File: src/sv/iq_magnitude_dc_block_top_macros.svh
// Assertion macros for the I/Q magnitude block.
// Included by the RTL files that carry concurrent checks; no other dependencies.
`ifndef IQ_MAGNITUDE_DC_BLOCK_TOP_MACROS_SVH
`define IQ_MAGNITUDE_DC_BLOCK_TOP_MACROS_SVH
`ifndef SYNTHESIS
`define IMDC_ASSERT(lbl, clk, rst_n, prop) \
    lbl: assert property (@(posedge clk) disable iff (!rst_n) prop) else $error("imdc check failed");
`define IMDC_ASSERT_ALWAYS(lbl, clk, prop) \
    lbl: assert property (@(posedge clk) prop) else $error("imdc check failed");
`else
`define IMDC_ASSERT(lbl, clk, rst_n, prop)
`define IMDC_ASSERT_ALWAYS(lbl, clk, prop)
`endif
`endif

File: src/sv/imdc_pkg.sv
// Shared types, widths and codes for the I/Q magnitude block.
// No dependencies; imported by every module of the block.
`default_nettype none
package imdc_pkg;
    localparam int BLOCK_COUNT_BITS_DEF = 20;
    localparam int QUEUE_DEPTH          = 2;

    localparam int X_W    = 46;   // normalised sample, Q.40 signed
    localparam int Z_W    = 48;   // DC estimate
    localparam int D_W    = 49;   // sample minus estimate
    localparam int CH_W   = 17;   // multiplier chunk of the difference
    localparam int ACC_W  = 84;
    localparam int R_W    = 32;   // sample rounded to Q.24
    localparam int MSQ_W  = 64;
    localparam int MAG_W  = 20;
    localparam int MP_W   = 26;
    localparam int LSUM_W = 40;
    localparam int PSUM_W = 48;
    localparam int PWR_W  = 33;
    localparam int NUM_W  = 49;
    localparam int IT_W   = 6;
    localparam int ROOT_STEPS = 32;

    localparam logic [1:0] FMT_UC8  = 2'd0;
    localparam logic [1:0] FMT_SC16 = 2'd1;

    localparam logic [1:0] REG_FORMAT = 2'd0;
    localparam logic [1:0] REG_DC_EN  = 2'd1;
    localparam logic [1:0] REG_POLE   = 2'd2;

    typedef struct packed {
        logic signed [X_W-1:0] x_i;
        logic signed [X_W-1:0] x_q;
        logic                  blk_end;
    } t_item;

    typedef struct packed {
        logic [1:0]  fmt;
        logic        dc_en;
        logic [31:0] pole;
    } t_cfg;

    typedef enum logic [3:0] {
        S_IDLE, S_DIFF, S_MUL, S_UPD, S_RND, S_SQR, S_ROOT, S_ACC, S_DLD, S_DIV, S_FIN
    } t_state;
endpackage
`default_nettype wire

File: src/sv/imdc_front.sv
// Front end: decodes the sample format and scales both words to Q.40.
// Depends on imdc_pkg.
`default_nettype none
module imdc_front (
    input  logic [1:0]     i_fmt,
    input  logic [15:0]    i_sample_i,
    input  logic [15:0]    i_sample_q,
    input  logic           i_block_end,
    output imdc_pkg::t_item o_item
);
    import imdc_pkg::*;

    function automatic logic signed [X_W-1:0] to_q40(input logic [15:0] raw,
                                                     input logic [1:0] fmt);
        logic signed [8:0]     d8;
        logic [15:0]           m;
        logic [25:0]           t;
        logic [15:0]           r;
        logic                  qc;
        logic [41:0]           q;
        logic signed [X_W-1:0] res;
        d8 = raw[7] ? $signed({1'b0, raw[7:0]}) - 9'sd127
                    : $signed({1'b0, raw[7:0]}) - 9'sd128;
        m  = raw[15] ? 16'(-raw) : raw;
        // 2^40 = 32767 * (2^25 + 2^10) + 2^10: only the small remainder is divided
        t  = {m, 10'b0} + 26'd16383;
        r  = {1'b0, t[14:0]} + {5'b0, t[25:15]};
        qc = (r >= 16'd32767);
        q  = 42'({m, 25'b0}) + 42'({m, 10'b0}) + 42'(t[25:15]) + 42'(qc);
        case (fmt)
            FMT_UC8: begin
                res = X_W'(d8) <<< 33;
            end
            FMT_SC16: begin
                res = raw[15] ? -$signed({4'b0, q}) : $signed({4'b0, q});
            end
            default: begin
                res = X_W'($signed(raw)) <<< 29;
            end
        endcase
        return res;
    endfunction

    assign o_item.x_i     = to_q40(i_sample_i, i_fmt);
    assign o_item.x_q     = to_q40(i_sample_q, i_fmt);
    assign o_item.blk_end = i_block_end;
endmodule
`default_nettype wire

File: config.mk
export PLATFORM = sky130hd
export DESIGN_NAME = imdc_front
export DESIGN_NICKNAME = d
export VERILOG_FILES = /design/src/sv/iq_magnitude_dc_block_top_macros.svh /design/src/sv/imdc_pkg.sv /design/src/sv/imdc_front.sv
export SDC_FILE = /design/constraint.sdc
export NUM_CORES = 1
export LEC_CHECK = 0
export ABC_AREA = 1
export BUFFER_PORTS_ARGS = -buffer_cell sky130_fd_sc_hd__buf_2
export CORE_ASPECT_RATIO = 0.8
export CORE_MARGIN = 10
export CORE_UTILIZATION = 32
export DETAILED_ROUTE_END_ITERATION = 6
export PLACE_DENSITY = 0.63
export SETUP_SLACK_MARGIN = 0.3
export SYNTH_ARGS = -nofsm -noshare
export SYNTH_HDL_FRONTEND = slang
export SYNTH_SLANG_ARGS = --single-unit
File: constraint.sdc
create_clock -name vclk -period 15.86
set_input_delay 3.172 -clock vclk [all_inputs]
set_output_delay 3.172 -clock vclk [all_outputs]
set_load 0.02 [all_outputs]
=== Yosys cells after proc, flatten, opt, wreduce, memory -nomap -nowiden ===
Index checks and enable logic that the tools add are counted.

* Bits of input ports: 35
* Word-level logic and storage cells: 30
* Bits in registers: 0
* Output and inout port bits: 93

* Reductions and logical operators: 1
* Equality and inequality tests: 1
* $add $sub $neg: 18
* Muxes and demuxes: 8
* Order comparisons: 2

{| class="wikitable"
|+ Operators with widths
! kind !! number
|-
| case mux 46 bit (2 select lines) || 2
|-
| 2-to-1 mux 46 bit || 2
|-
| negator 42 -> 46 bit || 2
|-
| adder 41 x 26 -> 42 bit || 2
|-
| adder 42 x 1 -> 42 bit || 2
|-
| adder 42 x 11 -> 42 bit || 2
|-
| adder 26 x 14 -> 26 bit (second input constant) || 2
|-
| adder 15 x 11 -> 16 bit || 2
|-
| >= comparator 16 x 15 -> 1 bit (second input constant) || 2
|-
| 2-to-1 mux 16 bit || 2
|-
| negator 16 bit || 2
|-
| 2-to-1 mux 9 bit || 2
|-
| subtractor 8 x 7 -> 9 bit (second input constant) || 2
|-
| subtractor 8 x 8 -> 9 bit (second input constant) || 2
|-
| equality test 2 x 1 -> 1 bit (second input constant) || 1
|-
| zero test 2 bit || 1
|}

=== Logic depth before layout (Yosys ltp) ===
* Word-level depth: 9
* Mapped depth: 42
* Gate-level depth less buffers: 42

=== Least setup slack after synthesis ===
No wires, ideal clock.

* Path kind: input-to-output
* From: input i_sample_q[0]
* To: output o_item[29] (netlist name)
* Data required time: 12.688 ns
* Setup slack: 5.139 ns
* Arrival time: 7.549 ns
* Stages on the path: 35
* Path through: inv_2 ha_1 inv_1 nor2_4 nand3_2 nor2_1 nand2_1 nand2_1 nand2_1 nand2_2 nand2_1 nor4_1 a21o_1 ha_1 nand2_1 inv_1 o21ai_0 nand2_1 nor2_1 nor2_1 nor2_1 ha_1 ha_1 inv_1 ha_1 nand3_1 a21oi_1 nand3b_1 nor2_2 nand2_2 nor2_4 nand2_2 nand2_4 o21ai_1 a21oi_1

{| class="wikitable"
|+ RTL lines
! item !! line !! source
|-
| start, declared || imdc_front.sv:7 || <nowiki>input logic [15:0] i_sample_q,</nowiki>
|-
| end, declared || imdc_front.sv:9 || <nowiki>output imdc_pkg::t_item o_item</nowiki>
|}

==> results.ini <==
[outcome]
status = finished clean

[power_and_ir_drop]
combPwrFrac_pct = 100.0
p_leak_nw = 4.38
switchingPower_mw = 0.186
fin_total_pwr_mw = 0.254
power_density_nw_per_um2 = 31.2
power_frac_seq_pct = 0
internal_power_mw = 0.0682
power_frac_clock_pct = 0
swShare_pct = 73.1
irDropWorstVdd_v = 0.0000198

[logic_synthesis]
synthesis.nets = 1550
synth-adder-area-share_pct = 3.27
syn_inst = 1496
netlist_area_um2 = 7270
seq_area_frac_synth_pct = 0
avgSynthCellArea_um2 = 4.86
yosysWarnings = 0
synth-simple-area-share_pct = 70.1
muxShareOfSynthArea_pct = 0
synth_top_family_by_area = simple AND/OR/NAND/NOR gates
synthDistinctLibCells = 55
yosys.area_share.xor_xnor_pct = 2.88
synth_compound_area_share_pct = 10.9

[cts]
postCtsSetupBuffers = 0
cts_hold_buf = 0
cts_resized = 0

[grt]
antenna_found_initial = 0
grt_max_degree = 72
grt_pass1_wl_um = 48500
gr-total-overflow = 0
grt_pass1_vias = 8546
grt_use_total_pct = 20.0

[finish]
stdcell_area_um2 = 8130
layout_commonest_cell = nand2_1
nets = 1646
regArea_um2 = 0
drive_gt1_share_pct = 19.6
final_cell_mix = nand2_1, nor2_1, nand3_1, inv_1, buf_2
clkbuf_count = 0
design.seq.count = 0
fillers = 2650
area_delta_synth_final_pct = 11.9
n_antenna_cell = 0
layoutNonFillerInstCount = 1896

[timing]
setup_viol = 0
setup_tns_ns = 0
slew_viol_final = 0
grt_setup_unrepaired = false
finalCritPeriodShare_pct = 77.1
worst_slew_pin_slew_ns = 0.880
fin_crit_ns = 12.23
fmax_ghz = 0.0818
hold_viol_final = 0
relSlewSlack_pct = 41.3

[route]
vias = 9943
detail_route.wl_per_cell_um = 16.3
drt_iter0_drc = 1140
dr.pass1.iters = 5
drc = 0
postRouteAntennaNets = 0
viasPerCell = 5.24
wirelength_um = 31000

[floorplanning]
pin_count = 128
die_h_um = 155
core_area_um2 = 22400
std_cell_rows = 49
start_util_pct = 32.4
die_x_um = 188
dieArea_um2 = 29200

[place]
port_buffers = 126
place.gp.congestion = 1.03
dp.cells = 1896
placed_area_um2 = 8130
hpwl_um = 26100

[worst_setup_path]
crit_arrival_ns = 9.06
end_kind = output pin
worst-path-max-fanout = 28
cp_slowest_cell = buf_2
worstPathRequired_ns = 12.69
critical_path_class = input pin to output pin
startpoint = i_sample_q[15]
crit_path_end = o_item[30]
critPathMostFrequentCell = nand2_1
start_kind = input pin
critPathMaxStageDelay_ns = 0.46

[run]
cap_violations = 0

[worst_hold_path]
hp-class = input pin to output pin

[worst min path at each step]
stage                start        end  cells past startpoint
4_1_cts        i_block_end  o_item[0]                      0
6_report       i_block_end  o_item[0]                      0
5_1_grt        i_block_end  o_item[0]                      0
2_1_floorplan  i_block_end  o_item[0]                      1
3_3_place_gp   i_block_end  o_item[0]                      0
3_5_place_dp   i_block_end  o_item[0]                      0
[power by group through the flow]
stage                     Sequential [mW]  Combinational (mW)  Clock, mW
after floorplan                         0               0.177          0
after global placement                  0               0.249          0
after detailed placement                0               0.249          0
after CTS                               0               0.250          0
after global routing                    0               0.279          0
final                                   0               0.254          0
[critical path: cells and delay by family]
| kind | cells | cell delay (ns) |
|---|---|---|
| buf+inv | 8 | 1.68 |
| compound gates | 2 | 0.44 |
| simple gates | 27 | 3.28 |
| fa+ha+maj | 2 | 0.43 |
[synth_stat cells (all sizes together), types with 2 or more instances]
master,instances,area [µm²]
nand4,25,163
inv,199,749
a21boi,2,15.0
nor4,10,68.8
o21ai,61,317
ha,19,238
nor3,48,267
a21oi,67,339
o211ai,2,20.0
o32ai,3,26.3
nand3b,5,50.1
nand3,186,1010
nand2,562,2350
clkbuf,16,60.1
a221oi,2,17.5
o21a,2,15.0
and3,3,18.8
nor2,234,1140
buf,19,116
or2,2,12.5
xor2,19,200
[per-stage QoR]
step / hold slack, ns / worst slack [ns] / utilization, %
final: 6.34 / 3.63 / 36.2
after global routing: 6.34 / 3.06 / 36.2
after CTS: 6.34 / 3.70 / 36.2
after detailed placement: 6.34 / 3.69 / 36.2
after global placement: 6.34 / 3.77 / 36.2
after floorplan: 6.46 / 5.14 / -
[cell type report]
class | instances | area, µm² | share of cell area (%)
timing repair buffer | 129 | 653 | 8.03
tap | 306 | 383 | 4.71
inverter | 200 | 753 | 9.26
multi-input combinational | 1261 | 6340 | 78.0
[kinds of logic (layout without fill, tap and decap cells)]
logic type	Yosys count	in the layout
compound gates	145	145
simple gates	1077	1077
xor+xnor	20	20
buf+inv	235	329
fa+ha+maj	19	19
[metal layers]
| metal | up-vias | GRT usage [%] | part of all wire [%] |
|---|---|---|---|
| li1 | 4976 | - | - |
| met1 | 4470 | 32.1 | 51 |
| met2 | 478 | 26.8 | 37 |
| met3 | 19 | 4.20 | 11 |
| met4 | 0 | 0.943 | 0.50 |
| met5 | - | 0 | 0 |
(Power assumes the default switching activity.)
