**src/sv/iq_magnitude_dc_block_top_macros.svh**
```systemverilog
// Assertion macros for the I/Q magnitude block.
// Included by the RTL files that carry concurrent checks; no other dependencies.
`ifndef IQ_MAGNITUDE_DC_BLOCK_TOP_MACROS_SVH
`define IQ_MAGNITUDE_DC_BLOCK_TOP_MACROS_SVH
`ifndef SYNTHESIS
`define IMDC_ASSERT(lbl, clk, rst_n, prop) \
    lbl: assert property (@(posedge clk) disable iff (!rst_n) prop) else $error("imdc check failed");
`define IMDC_ASSERT_ALWAYS(lbl, clk, prop) \
    lbl: assert property (@(posedge clk) prop) else $error("imdc check failed");
`else
`define IMDC_ASSERT(lbl, clk, rst_n, prop)
`define IMDC_ASSERT_ALWAYS(lbl, clk, prop)
`endif
`endif

```
**src/sv/imdc_pkg.sv**
```systemverilog
// Shared types, widths and codes for the I/Q magnitude block.
// No dependencies; imported by every module of the block.
`default_nettype none
package imdc_pkg;
    localparam int BLOCK_COUNT_BITS_DEF = 20;
    localparam int QUEUE_DEPTH          = 2;

    localparam int X_W    = 46;   // normalised sample, Q.40 signed
    localparam int Z_W    = 48;   // DC estimate
    localparam int D_W    = 49;   // sample minus estimate
    localparam int CH_W   = 17;   // multiplier chunk of the difference
    localparam int ACC_W  = 84;
    localparam int R_W    = 32;   // sample rounded to Q.24
    localparam int MSQ_W  = 64;
    localparam int MAG_W  = 20;
    localparam int MP_W   = 26;
    localparam int LSUM_W = 40;
    localparam int PSUM_W = 48;
    localparam int PWR_W  = 33;
    localparam int NUM_W  = 49;
    localparam int IT_W   = 6;
    localparam int ROOT_STEPS = 32;

    localparam logic [1:0] FMT_UC8  = 2'd0;
    localparam logic [1:0] FMT_SC16 = 2'd1;

    localparam logic [1:0] REG_FORMAT = 2'd0;
    localparam logic [1:0] REG_DC_EN  = 2'd1;
    localparam logic [1:0] REG_POLE   = 2'd2;

    typedef struct packed {
        logic signed [X_W-1:0] x_i;
        logic signed [X_W-1:0] x_q;
        logic                  blk_end;
    } t_item;

    typedef struct packed {
        logic [1:0]  fmt;
        logic        dc_en;
        logic [31:0] pole;
    } t_cfg;

    typedef enum logic [3:0] {
        S_IDLE, S_DIFF, S_MUL, S_UPD, S_RND, S_SQR, S_ROOT, S_ACC, S_DLD, S_DIV, S_FIN
    } t_state;
endpackage
`default_nettype wire

```
**src/sv/imdc_fifo.sv**
```systemverilog
// Short queue between the front end and the sequencer.
// Depends on imdc_pkg for the item type.
`default_nettype none
module imdc_fifo #(
    parameter int DEPTH = imdc_pkg::QUEUE_DEPTH
) (
    input  logic            i_clk,
    input  logic            i_rst_n,
    input  logic            i_push,
    input  imdc_pkg::t_item i_item,
    input  logic            i_pop,
    output imdc_pkg::t_item o_item,
    output logic            o_full_n,
    output logic            o_empty_n
);
    import imdc_pkg::*;

    localparam int PTR_W = (DEPTH > 1) ? $clog2(DEPTH) : 1;
    localparam int CNT_W = $clog2(DEPTH + 1);

    t_item              r_mem [DEPTH];
    logic [PTR_W-1:0]   r_wr;
    logic [PTR_W-1:0]   r_rd;
    logic [CNT_W-1:0]   r_cnt;

    function automatic logic [PTR_W-1:0] step(input logic [PTR_W-1:0] p);
        return (p == PTR_W'(DEPTH - 1)) ? '0 : p + 1'b1;
    endfunction

    always_ff @(posedge i_clk) begin
        if (i_push) begin
            r_mem[r_wr] <= i_item;
        end
    end

    always_ff @(posedge i_clk) begin
        if (!i_rst_n) begin
            r_wr  <= '0;
            r_rd  <= '0;
            r_cnt <= '0;
        end else begin
            if (i_push) begin
                r_wr <= step(r_wr);
            end
            if (i_pop) begin
                r_rd <= step(r_rd);
            end
            if (i_push && !i_pop) begin
                r_cnt <= r_cnt + 1'b1;
            end else if (!i_push && i_pop) begin
                r_cnt <= r_cnt - 1'b1;
            end
        end
    end

    assign o_item    = r_mem[r_rd];
    assign o_full_n  = (r_cnt != CNT_W'(DEPTH));
    assign o_empty_n = (r_cnt != '0);
endmodule
`default_nettype wire

```
**config.mk**
```make
export PLATFORM = sky130hd
export DESIGN_NAME = imdc_fifo
export DESIGN_NICKNAME = d
export VERILOG_FILES = /design/src/sv/iq_magnitude_dc_block_top_macros.svh /design/src/sv/imdc_pkg.sv /design/src/sv/imdc_fifo.sv
export SDC_FILE = /design/constraint.sdc
export NUM_CORES = 1
export LEC_CHECK = 0
export BUFFER_PORTS_ARGS = -buffer_cell sky130_fd_sc_hd__buf_2
export CAP_MARGIN = 25
export CORE_AREA = 2 2 124 126
export CTS_CLUSTER_DIAMETER = 200
export CTS_CLUSTER_SIZE = 8
export DETAILED_ROUTE_END_ITERATION = 8
export DIE_AREA = 0 0 126 128
export PLACE_DENSITY = 0.8
export SKIP_LAST_GASP = 1
export SYNTH_ARGS = -nofsm -noshare
export SYNTH_HDL_FRONTEND = slang
export SYNTH_SLANG_ARGS = --single-unit
```
**constraint.sdc**
```tcl
create_clock -name i_clk -period 7.1 [get_ports i_clk]
set_input_delay 1.42 -clock i_clk [delete_from_list [all_inputs] [get_ports i_clk]]
set_output_delay 1.42 -clock i_clk [all_outputs]
set_load 0.005 [all_outputs]
```
Yosys cells after proc, flatten, opt, wreduce, memory -nomap -nowiden:

Memories as Yosys holds them, arrays and structs flattened. A register that Yosys moved wholly into a read port is not among the register bits.
Cells that the tools add are included.

* memory bits (writable): 186
* register bits after elaboration: 4
* word-level logic and storage cells: 23
* latch bits: 0
* memories: 1
* output and inout port bits: 95
* memory bits (read-only): 0

* multipliers: 0
* mux-type cells: 8
* bitwise operators: 0
* order comparisons: 0
* add/subtract/negate cells: 4
* shifts and indexed selects: 0
* equality and inequality tests: 1
* div/mod/pow operators: 0
* reduce and logical (&&, ||, !) cells: 6

Memory list
* r_mem: words 2, width 93, read ports 1, clocked after Yosys merged registers in 1, write ports 1, line imdc_fifo.sv:21 `t_item r_mem [DEPTH];`

Operators by type and width (count)
* 2-to-1 mux 1 bit: 6
* 2-to-1 mux 2 bit: 2
* nonzero test 2 bit: 2
* adder 1 bit (second input constant): 2
* adder 2 x 1 -> 2 bit (second input constant): 1
* logical AND 1 bit: 2
* logical NOT 1 bit: 2
* != test 2 bit (second input constant): 1
* subtractor 2 x 1 -> 2 bit (second input constant): 1

Longest topological paths before layout:

Gate-level depths: netlist of the first run.

* depth after elaboration: 4
* mapped depth: 5

Worst setup path before layout of the first run:

Ideal clock, no wire load.

* path type: input to register
* start: input i_push
* end: memory r_mem[0][0] in the netlist's numbering (enable)
* stages on the path: 1
* arrival: 5.504 ns
* library setup time: 0.557 ns
* slack: 1.039 ns
* path buffers: 0
* cell sequence: nor2b_1

* longest elaborated chain between the ends: 2

RTL lines
* from (decl): line imdc_fifo.sv:9 `input logic i_push,`
* 2-to-1 mux 1 bit: line imdc_fifo.sv:31 `if (i_push) begin`
* 2-to-1 mux 1 bit (implied by the code): line imdc_fifo.sv:32 `r_mem[r_wr] <= i_item;`
* to (decl): line imdc_fifo.sv:21

No other way between the ends.

==> reports/qor.csv, run 1 <==
metric;value;unit
clk_pin_slew;70;ps
grt_pass1_wl;18800;um
r2r_setup_slack;5060;ps
cts.repair.resized;0;
grt_remaining_overflow;0;
synth_top_area_share;77.5;%
cts_made_buffers;17;
timing.final.crit_share;55.1;%
dr.pass1.iters;6;
worst_pin_slew;666;ps
synth_cells;311;
cts_setup_buffers;0;
pwr-share-comb;10.1;%
cts_hold_buf;0;
power_switching;521;uW
hold_depth;2;
leakagePower;0.00350;uW
cp_data_arrival_time;2490;ps
place_ws;3440;ps
finalHoldViolCount;0;
layout-drive-gt1-share;60.7;%
finClkSkew;9.34;ps
finalCriticalPeriod;3910;ps
rows;45;
die_x;126;um
synth.area.top_cells;edfxtp_1 (77%), mux2_4 (15%), mux2_2 (3.6%);
fin_nets;614;
n_fill_cell;1101;
cts-root-buf;clkbuf_16;
swShare;21.3;%
final_area;8920;sq um
r2r-start;r_wr;
cp-endpoint;o_item[52];
p_seq_share;54.2;%
multiInputGateArea;1440;sq um
grt_pass1_vias;3711;
antenna_found_initial;0;
core;14900;sq um
synth_area_leader_cell;edfxtp_1;
synth_cell_types;19;
cts_tree;built;
fp.dieH;128;um
p_int;1930;uW
worst_setup_path_end_kind;output port;
ir_worst_vdd;0.150;mV
start_kind;flop;
initial_core_util;48.5;%
yosysWarningCount;0;
crit_required;5680;ps
slew_viol_final;0;
syn_to_final_growth;23.7;%
power_frac_clock;35.7;%
h-tree-depth;4;
vias;3485;
tns;0;ps
p_per_area;275;nW/um^2
synth.cell_area;7210;sq um
setup_viol;0;
ff2ff_path_depth;2;
drc;0;
rsz0062_at_grt;no;
drt-total-wl;12300;um
ys_ff_latch;191;
clkSinkCount;191;
cap_violations;0;
via_per_inst;4.86;
path_max_fanout;34;
antennaDiodeCount;0;
io_pins;192;
max_slew_margin;55.6;%
rr_endpoint;r_mem[1][85];
syn_nets;409;
drt_iter0_drc;208;
max_freq;0.256;GHz
ant_nets;0;
io_buffers;191;
critPathKind;flop to output port;
routabilityCongestion;0.669;
wl_per_cell;17.2;um
avgSynthCellArea;23.2;sq um
gr-usage-all-layers;15.5;%
yosysSeqAreaShare;78.8;%
die-area;16100;sq um
cts_buffer_depth;2;
placed_area;8350;sq um
hold_class;flop to flop;
setup_slack;3190;ps
grt_start_max_net_pins;61;
ff_latch_area;5690;sq um
clk_latency;420;ps
dp_hpwl;8310;um
status;complete, no violations;
==> state kept, by name, summed over array words and instances (netlist names), named ones only <==
signal  cells
r_rd        1
r_mem     186
r_cnt       2
r_wr        1
==> power groups by stage <==
stage | clock (uW) | combinational (uW) | sequential, uW
floorplan | 0 | 156 | 1340
finish | 873 | 248 | 1330
detailed placement | 0 | 251 | 1350
global route | 939 | 269 | 1330
global placement | 0 | 244 | 1350
CTS | 896 | 253 | 1330
==> critical path, cell delays in order, from the launching register on <==
cell     delay [ps]
dfxtp_4         730
buf_4           550
buf_12          300
mux2_4          330
buf_2           130
==> Yosys cell counts (all sizes together) <==
cell	instances
o21a	1
nor2b	2
edfxtp	186
dfxtp	5
xnor2	1
inv	1
or2	1
a21boi	1
or3	1
ha	1
mux2	93
xor2	2
buf	10
nand2b	1
o21ai	1
and2	4
==> placed cells by master, fill, tap and decap left out <==
cell and instances:
mux2_2 23, nor2b_1 1, ha_1 1, buf_4 4
or3_1 1, dfxtp_4 1, clkinv_2 2, nor2b_4 1
and2_1 3, dfxtp_1 4, clkinvlp_4 2, o21a_1 1
nand2b_1 1, buf_12 1, o21ai_0 1, and2_4 1
clkbuf_16 17, mux2_4 70, clkbuf_1 1, xor2_1 2
clkinv_1 3, xnor2_1 1, inv_6 2, or2_2 1
inv_1 1, buf_2 191, edfxtp_1 186, clkinv_4 4
a21boi_1 1, bufinv_16 1
==> cells by family after synthesis <==
logic type / synth area share (%)
flip-flops: 78.8
adder cells (fa/ha/maj): 0.173
buffers and inverters: 1.39
multiplexers: 18.2
XOR/XNOR: 0.364
AO/OA/AOI/OAI: 0.278
AND/OR/NAND/NOR: 0.781
==> per-stage QoR <==
| stage | util [%] | instances | hold WS, ps | power, uW |
|---|---|---|---|---|
| after detailed placement | 56.2 | 684 | 527 | 1600 |
| after global routing | 60.0 | 717 | 554 | 2540 |
| final | 60.0 | 717 | 534 | 2450 |
| after CTS | 59.9 | 716 | 540 | 2480 |
| after global placement | 56.2 | 684 | 479 | 1590 |
| after floorplan | - | 311 | 466 | 1500 |
==> how the worst min path moves through the flow <==
| stage | start | endpoint | slack, ps |
|---|---|---|---|
| 2_1_floorplan | r_cnt[1] | r_cnt[1] | 470 |
| 3_3_place_gp | r_cnt[1] | r_cnt[1] | 480 |
| 3_5_place_dp | r_cnt[1] | r_cnt[1] | 530 |
| 4_1_cts | r_cnt[1] | r_cnt[1] | 540 |
| 5_1_grt | r_cnt[1] | r_cnt[1] | 550 |
| 6_report | r_cnt[1] | r_cnt[1] | 530 |
==> layer usage <==
layer,vias to the layer above,part of all wire (%),global-route usage (%)
met2,123,52,26.2
met3,19,6.9,5.97
met4,0,1.5,5.75
met5,-,0,0
li1,1642,-,-
met1,1701,40,18.2
==> cell type report <==
class / count / share of cell area, %
Sequential cell: 191 / 63.8
Tap cell: 188 / 2.64
Clock inverter: 14 / 1.33
Inverter: 1 / 0.0421
Timing Repair Buffer: 196 / 11.3
Multi-Input combinational cell: 109 / 16.1
Clock buffer: 18 / 4.81
Power figures use the tool's default switching activity.
==> run 2, diff against run 1 <==
Clock period 7.1 ns to 3.8 ns, I/O delays scaled along.
==> run 2 against run 1 <==
Sequential share of layout area decreased by 0.50 points. Routed wire length fell by 1.3%. Combinational power increased by 89%. Final cell count unchanged. Design area is 0.79% higher. Worst hold slack worse by 1.2 ps. Critical endpoint is now o_item[80].
==> reports/qor.csv, run 2 (synthesis results as in run 1) <==
metric;value;unit;change
die_x;126;um;unchanged
grt_start_max_net_pins;56;;-8.2%
syn_to_final_growth;24.6;%;
setup_viol;0;;unchanged
dr.pass1.iters;4;;-2
power_switching;963;uW;+85%
cp_data_arrival_time;2100;ps;-390 ps
io_buffers;191;;unchanged
p_per_area;523;nW/um^2;+90%
path_cells;buf_4 -> mux2_2 -> buf_2;;
fin_util;60.5;%;+0.47 points
die-area;16100;sq um;unchanged
wl_per_cell;17.0;um;-1.3%
ff_latch_area;5690;sq um;unchanged
worst_setup_path_end_kind;output port;;
grt_remaining_overflow;0;;unchanged
largest_reg_flops;186;;unchanged
clkSinkCount;191;;unchanged
setup_slack;943;ps;-2250 ps
top_register;r_mem;;
place_ws;1370;ps;-2080 ps
slowest_delay;660;ps;-70 ps
path_max_fanout;27;;-21%
rows;45;;unchanged
max_slew_margin;47.8;%;-7.8 points
multiInputGateArea;1440;sq um;unchanged
core;14900;sq um;unchanged
routabilityCongestion;0.679;;+1.5%
pwr-share-comb;10.0;%;about the same
drt-total-wl;12200;um;-1.3%
gr-usage-all-layers;15.0;%;-0.55 points
cts_buffer_depth;2;;unchanged
via_per_inst;4.89;;+0.57%
finClkSkew;4.63;ps;-4.71 ps
antennaDiodeCount;0;;unchanged
reg_top3;r_mem x186, r_cnt x2;;
start_kind;flop;;
slew_viol_final;0;;unchanged
h-tree-depth;4;;unchanged
clk_pin_slew;60;ps;about the same
cts-root-buf;clkbuf_16;;
critPathKind;flop to output port;;
grt_pass1_wl;18400;um;-2.4%
initial_core_util;48.5;%;unchanged
power_frac_clock;37.3;%;+1.6 points
ant_nets;0;;unchanged
worst_pin_slew;782;ps;+117 ps
cts_hold_buf;0;;unchanged
cts_tree;built;;
dp_hpwl;8450;um;+1.7%
vias;3505;;+0.57%
status;complete, no violations;;
leakagePower;0.00354;uW;+0.97%
rsz0062_at_grt;no;;
n_fill_cell;1100;;-0.091%
io_pins;192;;unchanged
fin_nets;614;;unchanged
cap_violations;0;;unchanged
mostFrequentLayoutCell;buf_2;;
cts_made_buffers;17;;unchanged
max_freq;0.350;GHz;
p_seq_share;52.8;%;-1.4 points
antenna_found_initial;0;;unchanged
cts.repair.resized;0;;unchanged
final_cell_mix;buf_2 (191), edfxtp_1 (186), mux2_4 (70);;
crit_required;3040;ps;-2640 ps
ir_worst_vdd;0.300;mV;+100%
p_int;3740;uW;+94%
swShare;20.5;%;-0.79 points
fp.dieH;128;um;unchanged
drt_iter0_drc;279;;+34%
finalHoldViolCount;0;;unchanged
hold_class;input pin to flop;;
layout-drive-gt1-share;60.9;%;+0.19 points
timing.final.crit_share;75.2;%;
drc;0;;unchanged
clk_latency;410;ps;about the same
finalCriticalPeriod;2860;ps;
tns;0;ps;unchanged
grt_pass1_vias;3574;;-3.7%
cts_setup_buffers;0;;unchanged
cp_slowest_cell;dfxtp_4;;
-- run 2: path summary, 6_finish.rpt --
check / from / end / slack [ps] / depth (start not counted)
setup reg to reg: r_wr / r_mem[1][80] / 2090 / 2
hold / removal: i_item[83] / r_mem[0][83] / 530 / 1
hold reg to reg: r_cnt[1] / r_cnt[1] / 540 / 2
setup / recovery: flop / o_item[80] / 940 / 3
-- run 2: final cells by class --
type,instances,share of cell area (%)
inverter,1,0.0418
multi-input combinational,109,16.0
clock inverter,15,1.87
clock buffer,17,4.73
sequential,191,63.3
tap,188,2.62
timing repair buffer,196,11.5
-- run 2: worst max-delay path, delay by kind of cell, from the launching register on --
kind	cells	cell delay (ps)
buf+inv	2	590
mux	1	380
flops	1	660
-- run 2: power by group through the flow --
stage               combinational, uW  clock, uW  sequential [uW]
finish                            468       1750             2480
global route                      506       1860             2490
CTS                               477       1790             2480
detailed placement                476          0             2530
global placement                  463          0             2520
floorplan                         291          0             2510
-- run 2: stage by stage --
stage	area (sq um)	std cells	hold WS (ps)	total power [uW]
6_report	8990	717	532	4700
5_1_grt	8990	717	514	4860
4_1_cts	8990	717	510	4750
3_5_place_dp	8390	685	525	3000
3_3_place_gp	8390	685	477	2980
2_1_floorplan	7210	311	466	2800
-- run 2: routing by layer --
layer / vias to the layer above / wire length (um) / global-route usage (%) / part of all wire, %
met5: - / 0 / 0 / 0
met4: 0 / 210 / 5.88 / 1.7
met3: 18 / 934 / 4.67 / 7.7
met2: 140 / 6010 / 24.9 / 49
met1: 1703 / 5030 / 18.5 / 41
li1: 1644 / - / - / -
